<file path="config.mk">
export PLATFORM = sky130hd
export DESIGN_NAME = plcfs_cell
export DESIGN_NICKNAME = d
export VERILOG_FILES = /design/src/rtl/plcfs_pkg.sv /design/src/rtl/plcfs_cell.sv
export SDC_FILE = /design/constraint.sdc
export NUM_CORES = 1
export LEC_CHECK = 0
export ABC_CLOCK_PERIOD_IN_PS = 3550
export BUFFER_PORTS_ARGS = -buffer_cell sky130_fd_sc_hd__buf_2
export CAP_MARGIN = 20
export CORE_MARGIN = 5
export CORE_UTILIZATION = 42
export CTS_CLUSTER_SIZE = 24
export DETAILED_ROUTE_END_ITERATION = 10
export PLACE_DENSITY = 0.93
export SLEW_MARGIN = 25
export SYNTH_ARGS = -nofsm -noshare
export SYNTH_HDL_FRONTEND = slang
export SYNTH_SLANG_ARGS = --single-unit
</file>
<file path="constraint.sdc">
create_clock -name i_clk -period 3.55 [get_ports i_clk]
set_input_delay 0.5325 -clock i_clk [delete_from_list [all_inputs] [get_ports i_clk]]
set_output_delay 0.5325 -clock i_clk [all_outputs]
set_load 0.1 [all_outputs]
</file>
<file path="src/rtl/plcfs_pkg.sv">
package plcfs_pkg;

    // Command codes carried on i_command.
    localparam logic CMD_ARRIVE   = 1'b0;
    localparam logic CMD_COMPLETE = 1'b1;

    // Shift control that every stack cell receives in the same cycle.
    typedef struct packed {
        logic push;   // take the entry of the neighbor above (toward the top)
        logic pop;    // take the entry of the neighbor below (toward the bottom)
    } t_shift_ctrl;

endpackage

</file>
<file path="src/rtl/plcfs_cell.sv">
module plcfs_cell #(
    parameter int ID_BITS   = 16,
    parameter int TIME_BITS = 48
) (
    input  logic                     i_clk,
    input  plcfs_pkg::t_shift_ctrl   i_ctrl,
    input  logic [ID_BITS-1:0]       i_up_id,
    input  logic [TIME_BITS-1:0]     i_up_rem,
    input  logic [ID_BITS-1:0]       i_dn_id,
    input  logic [TIME_BITS-1:0]     i_dn_rem,
    output logic [ID_BITS-1:0]       o_id,
    output logic [TIME_BITS-1:0]     o_rem
);

    logic [ID_BITS-1:0]   r_id;
    logic [TIME_BITS-1:0] r_rem;
    logic [ID_BITS-1:0]   n_id;
    logic [TIME_BITS-1:0] n_rem;

    // A push moves every entry one place away from the top, a pop one place
    // toward it. Otherwise the cell keeps its entry.
    always_comb begin
        n_id  = r_id;
        n_rem = r_rem;
        if (i_ctrl.push) begin
            n_id  = i_up_id;
            n_rem = i_up_rem;
        end else if (i_ctrl.pop) begin
            n_id  = i_dn_id;
            n_rem = i_dn_rem;
        end
    end

    always_ff @(posedge i_clk) begin
        r_id  <= n_id;
        r_rem <= n_rem;
    end

    assign o_id  = r_id;
    assign o_rem = r_rem;

endmodule

</file>
### Word level (Yosys, flattened, before mapping)

Index checks and enable logic that the tools add are counted.

* muxes and demuxes: 4
* reductions and logical operators: 1

Operators by type and width (number)
* $mux W48: 2
* $mux W16: 2
* $reduce_bool A2 Y1: 1

* bits in registers: 64
* input port bits: 131
* output and inout port bits: 64
* logic and storage cells: 7

### Logic depth before layout (Yosys ltp)

Gate-level depths: netlist of run 1.

* word-level depth: 2
* gate-level depth with buffers: 3
* gate-level depth less buffers: 1

### Worst setup path after synthesis of run 1

Ideal clock, no wire load.

* kind: in2reg
* from: input i_ctrl[1] in the netlist's numbering
* to: register r_id[0], in the netlist o_id[0] (enable)
* library setup time: 0.426 ns
* data arrival time: 2.281 ns
* required time: 3.124 ns
* slack: 0.843 ns
* stages: 3
* path through: buf_6 -> buf_6 -> or2_1

* cells in the longest elaborated chain, start to end: 1

RTL lines
* start, declared: line plcfs_cell.sv:6 `input plcfs_pkg::t_shift_ctrl i_ctrl,`
* $reduce_bool A2 Y1 (no line)
* end signal, assigned: line plcfs_cell.sv:35 `r_id <= n_id;`
* end, declared: line plcfs_cell.sv:15 `logic [ID_BITS-1:0] r_id;`

No other way between the ends.
A chain may end at the register's enable or synchronous reset.

### Final worst setup path of run 1

* from: input i_ctrl[1] in the netlist's numbering
* to: register r_rem[26], in the netlist o_rem[26] (data pin)

* cells in the longest elaborated chain, start to end: 1

RTL lines
* $mux W48: line plcfs_cell.sv:25 `if (i_ctrl.push) begin`
* named net n_rem[26]: line plcfs_cell.sv:18 `logic [TIME_BITS-1:0] n_rem;`
* end signal, assigned: line plcfs_cell.sv:36 `r_rem <= n_rem;`
* end, declared: line plcfs_cell.sv:16 `logic [TIME_BITS-1:0] r_rem;`

The timed path passes the listed nets, and every way through them passes these cells.

==> results.py, run 1 <==
metrics = {
    "cts": {
        "cts_max_level": 3,
        "clk_path_buf_depth": 2,
        "cts_root_buf": "clkbuf_8",
        "ctsHoldBuffers": 0,
        "post_cts_buffers": 0,
        "cts_resized": 0,
        "cts_made_buffers": 9,
        "cts_tree": "built",
        "cts.clk_slew.worst_paths_ns": 0.07,
        "cts_sinks": 64,
    },
    "worst_setup_path": {
        "crit_type": "in2reg",
        "crit_required_ns": 3.62,
        "cp-end-kind": "register",
        "arrival_ns": 1.85,
        "worst-path-max-fanout": 50,
        "start_kind": "input pin",
    },
    "synth": {
        "netlist_top_cells_count": "edfxtp_1 (64), mux2_4 (49), mux2_2 (15)",
        "synth_ff_type": "edfxtp_1",
        "ys_seq_area_share_pct": 66.1,
        "synth_top_cell_area_share_pct": 66.1,
        "ys_types": 6,
        "synth_fp_nets": 267,
        "syn-cell-area_mm2": 0.00291,
        "ys.warnings.count": 0,
        "synth_enable_flop_cells": 64,
        "avgSynthCellArea_um2": 21.4,
        "synth_cells": 136,
        "synth_area_leaders": "edfxtp_1 (66%), mux2_4 (25%), mux2_2 (5.8%)",
        "synthMostInstantiatedCell": "edfxtp_1",
        "synthArstFlopShare_pct": 0,
        "synth_seq_cells": 64,
        "synth_top_area_cell": "edfxtp_1",
    },
    "power_and_ir_drop": {
        "ir_drop_uv": 264,
        "power_density_mw_per_mm2": 598,
        "power_leakage_nw": 2.00,
    },
    "run_status": {
        "outcome": "finished, final reports clean",
    },
    "routing": {
        "drc": 0,
        "drtPass1Iterations": 4,
        "postRouteWirelength_um": 7080,
        "drtIter0Drc": 47,
        "num_vias": 1990,
        "avgRoutedWirePerCell_um": 16.8,
        "drt-vias-per-instance": 4.72,
        "ant_nets": 0,
    },
    "sta": {
        "period_needed_ns": 1.77,
        "tns_ns": 0,
        "slew_viol_final": 0,
        "worstMarginPinSlew_ns": 0.792,
        "fmax_mhz": 563,
        "setup_viol": 0,
        "period_share_pct": 50.0,
        "hold_violations": 0,
        "rsz0062_at_grt": "false",
        "slew_headroom_pct": 47.2,
    },
    "cells_and_area": {
        "num-fill-cells": 539,
        "fin_area_mm2": 0.00414,
        "drive_above_1_share_pct": 79.8,
        "nets": 468,
        "n_antenna_cell": 0,
        "syn_to_final_growth_pct": 42.6,
    },
    "die": {
        "rows": 30,
        "die-area_mm2": 0.00868,
        "coreArea_mm2": 0.00676,
        "fp.dieW_um": 93.2,
        "ios": 195,
        "floorplan.initialDensity_pct": 43.0,
        "dieHeight_um": 93.2,
    },
    "worst_hold_path": {
        "hold_path.class": "in2reg",
    },
    "job": {
        "cap_violations": 0,
    },
    "placed_design": {
        "place_congestion": 0.757,
        "post_dp_cell_area_mm2": 0.00394,
        "port_buffers": 194,
    },
    "global_routing": {
        "grt_usage_pct": 16.1,
        "grt_pass1_wl_um": 10500,
        "grt_pass1_vias": 2167,
        "grt_start_max_net_pins": 65,
        "antenna_found_initial": 0,
        "grt-ovfl-total": 0,
    },
}
==> where the power goes <==
| part | internal, mW | switching (mW) | leakage (nW) |
|---|---|---|---|
| combinational | 0.184 | 0.704 | 1.25 |
| sequential | 0.928 | 0.0196 | 0.652 |
| clock | 0.389 | 0.253 | 0.100 |
==> cell families (layout without fill, tap and decap cells) <==
family                 after synthesis  after routing  synth area share (%)
buffers and inverters                7            213                  2.50
muxes                               64             64                  31.1
DFF                                 64             64                  66.1
and+or+nand+nor                      1              1                 0.215
==> flip-flops by register name, indices dropped and copies added, names as in the netlist <==
| register | count |
|---|---|
| o_id | 16 |
| o_rem | 48 |
==> layout make-up <==
type | count | area, µm² | area share [%]
Multi-Input combinational cell | 65 | 911 | 22.0
Tap cell | 80 | 100 | 2.42
Clock buffer | 11 | 131 | 3.17
Sequential cell | 64 | 1920 | 46.4
Clock inverter | 5 | 71.3 | 1.72
Timing Repair Buffer | 197 | 1010 | 24.3
==> metrics by stage <==
stage	std cells	util (%)	power (mW)	hold WS (ns)	setup WS, ns
after floorplan	136	-	1.69	0.750	0.843
after global placement	406	58.3	1.84	0.832	1.49
after detailed placement	406	58.3	1.86	0.836	1.42
after CTS	422	61.3	2.51	0.484	1.77
after global routing	422	61.3	2.56	0.481	1.71
final	422	61.3	2.48	0.504	1.78
==> worst paths after layout <==
path	startpoint	to	cells past startpoint
worst max-delay path	i_ctrl[1]	o_rem[26]	3
worst min-delay path	i_up_id[9]	o_id[9]	2
==> placed cells by master, fill, tap and decap left out, drive strengths merged <==
master,n
buf,197
edfxtp,64
mux2,64
clkbuf,11
clkinv,3
bufinv,2
or2,1
==> worst max-delay path, stage by stage <==
cell	delay (ns)
buf_4	0.60
buf_4	0.34
mux2_4	0.32
==> per-layer routing <==
layer	vias up	track usage (%)	wire, µm
li1	938	-	-
met1	929	15.6	2350
met2	113	30.5	3990
met3	10	4.75	603
met4	0	8.06	134
met5	-	0	0
Power figures use the tool's default switching activity.
==> run 2, diff against run 1 <==
--- a/config.mk
+++ b/config.mk
@@ -5,14 +5,14 @@
 export SDC_FILE = /design/constraint.sdc
 export NUM_CORES = 1
 export LEC_CHECK = 0
-export ABC_CLOCK_PERIOD_IN_PS = 3550
+export ABC_CLOCK_PERIOD_IN_PS = 1530
 export BUFFER_PORTS_ARGS = -buffer_cell sky130_fd_sc_hd__buf_2
 export CAP_MARGIN = 20
 export CORE_MARGIN = 5
-export CORE_UTILIZATION = 42
+export CORE_UTILIZATION = 38
 export CTS_CLUSTER_SIZE = 24
 export DETAILED_ROUTE_END_ITERATION = 10
-export PLACE_DENSITY = 0.93
+export PLACE_DENSITY = 0.89
 export SLEW_MARGIN = 25
 export SYNTH_ARGS = -nofsm -noshare
 export SYNTH_HDL_FRONTEND = slang
==> constraint.sdc (replaced) <==
create_clock -name i_clk -period 1.53 [get_ports i_clk]
set_input_delay 0.2295 -clock i_clk [delete_from_list [all_inputs] [get_ports i_clk]]
set_output_delay 0.2295 -clock i_clk [all_outputs]
set_load 0.1 [all_outputs]
==> results.py, run 2 (synthesis gave the netlist of run 1 again) <==
metrics = {
    "sta": {
        "setup_viol": 0,
        "slew_viol_final": 0,
        "tns_ns": 0,
        "period_needed_ns": 1.35,
        "slew_headroom_pct": 43.8,
        "worstMarginPinSlew_ns": 0.843,
        "fmax_mhz": 740,
        "period_share_pct": 88.3,
        "fin_hold_ws_ns": 0.193,
        "rsz0062_at_grt": "false",
        "hold_violations": 0,
    },
    "worst_setup_path": {
        "cp-end-kind": "output pin",
        "critPathSlowestCell": "buf_2",
        "arrival_ns": 1.12,
        "cp_slowest_stage_delay_ns": 0.43,
        "crit_family": "buffers and inverters",
        "cp_cell_sequence": "buf_2",
        "start_kind": "register",
        "crit_type": "reg2out",
        "worst-path-max-fanout": 1,
        "worst-path-buf-inv": 1,
        "crit_required_ns": 1.30,
    },
    "power_and_ir_drop": {
        "ir_drop_uv": 547,
        "power_leakage_nw": 2.00,
        "power_density_mw_per_mm2": 1390,
    },
    "cts": {
        "ctsHoldBuffers": 0,
        "cts.clk_slew.worst_paths_ns": 0.08,
        "cts_tree": "built",
        "cts_max_level": 3,
        "cts_made_buffers": 9,
        "post_cts_buffers": 0,
        "cts_resized": 0,
        "clk_path_buf_depth": 2,
        "cts_root_buf": "clkbuf_8",
        "cts_sinks": 64,
    },
    "global_routing": {
        "grt_usage_pct": 14.0,
        "grt_pass1_wl_um": 10300,
        "grt_pass1_vias": 2102,
        "antenna_found_initial": 0,
        "grt-ovfl-total": 0,
        "grt_start_max_net_pins": 65,
    },
    "routing": {
        "ant_nets": 0,
        "drtIter0Drc": 42,
        "num_vias": 1951,
        "avgRoutedWirePerCell_um": 15.4,
        "postRouteWirelength_um": 6790,
        "drc": 0,
        "drt-vias-per-instance": 4.43,
        "drtPass1Iterations": 4,
    },
    "placed_design": {
        "port_buffers": 194,
        "dp_hpwl_um": 5420,
        "placed_cells": 424,
        "place_congestion": 0.769,
    },
    "job": {
        "cap_violations": 0,
    },
    "cells_and_area": {
        "final_cell_mix": "buf_2 (193), edfxtp_1 (64), mux2_4 (49)",
        "multi_input_area_um2": 913,
        "largest_reg_flops": 48,
        "nets": 467,
        "final_cells": 440,
        "n_antenna_cell": 0,
        "num-fill-cells": 603,
        "regArea_mm2": 0.00192,
        "layout_commonest_cell": "buf_2",
        "drive_above_1_share_pct": 80.9,
        "syn_to_final_growth_pct": 44.3,
    },
    "worst_hold_path": {
        "hold_path.class": "in2reg",
    },
    "die": {
        "coreArea_mm2": 0.00733,
        "floorplan.initialDensity_pct": 39.6,
        "die-area_mm2": 0.00949,
        "dieHeight_um": 97.4,
        "ios": 195,
        "rows": 31,
        "fp.dieW_um": 97.4,
    },
    "run_status": {
        "outcome": "finished, final reports clean",
    },
}
[run 2: routing by layer]
| layer | global-route usage (%) | up-vias | share of wire, % |
|---|---|---|---|
| met5 | 0 | - | 0 |
| met4 | 7.03 | 0 | 1.5 |
| met3 | 5.24 | 9 | 9.5 |
| met2 | 25.4 | 117 | 53 |
| met1 | 13.8 | 891 | 36 |
| li1 | - | 934 | - |
[run 2: where the power goes]
part / switching (mW) / internal [mW]
Clock: 0.653 / 0.916
Sequential: 0.0419 / 2.15
Combinational: 1.64 / 0.428
Total: 2.33 / 3.50
[run 2: metrics by stage]
step,cell area (µm²),util (%),total power [mW],setup slack (ns)
2_1_floorplan,2910,-,3.92,0.0723
3_3_place_gp,3970,54.2,4.29,0.108
3_5_place_dp,3970,54.2,4.31,0.0642
4_1_cts,4190,57.2,5.89,0.152
5_1_grt,4190,57.2,6.04,0.133
6_report,4190,57.2,5.83,0.179
[run 2: worst paths after layout]
kind | startpoint | to | slack [ns] | depth (start not counted)
setup / recovery | o_id[0] | o_id[0] | 0.18 | 1
hold / removal | i_dn_id[12] | o_id[12] | 0.19 | 2
[run 2: cell type report]
| cell class | instances | area share (%) |
|---|---|---|
| Clock buffer | 9 | 2.95 |
| Clock inverter | 7 | 2.30 |
| Multi-Input combinational cell | 65 | 21.8 |
| Sequential cell | 64 | 45.8 |
| Tap cell | 99 | 2.95 |
| Timing Repair Buffer | 196 | 24.2 |
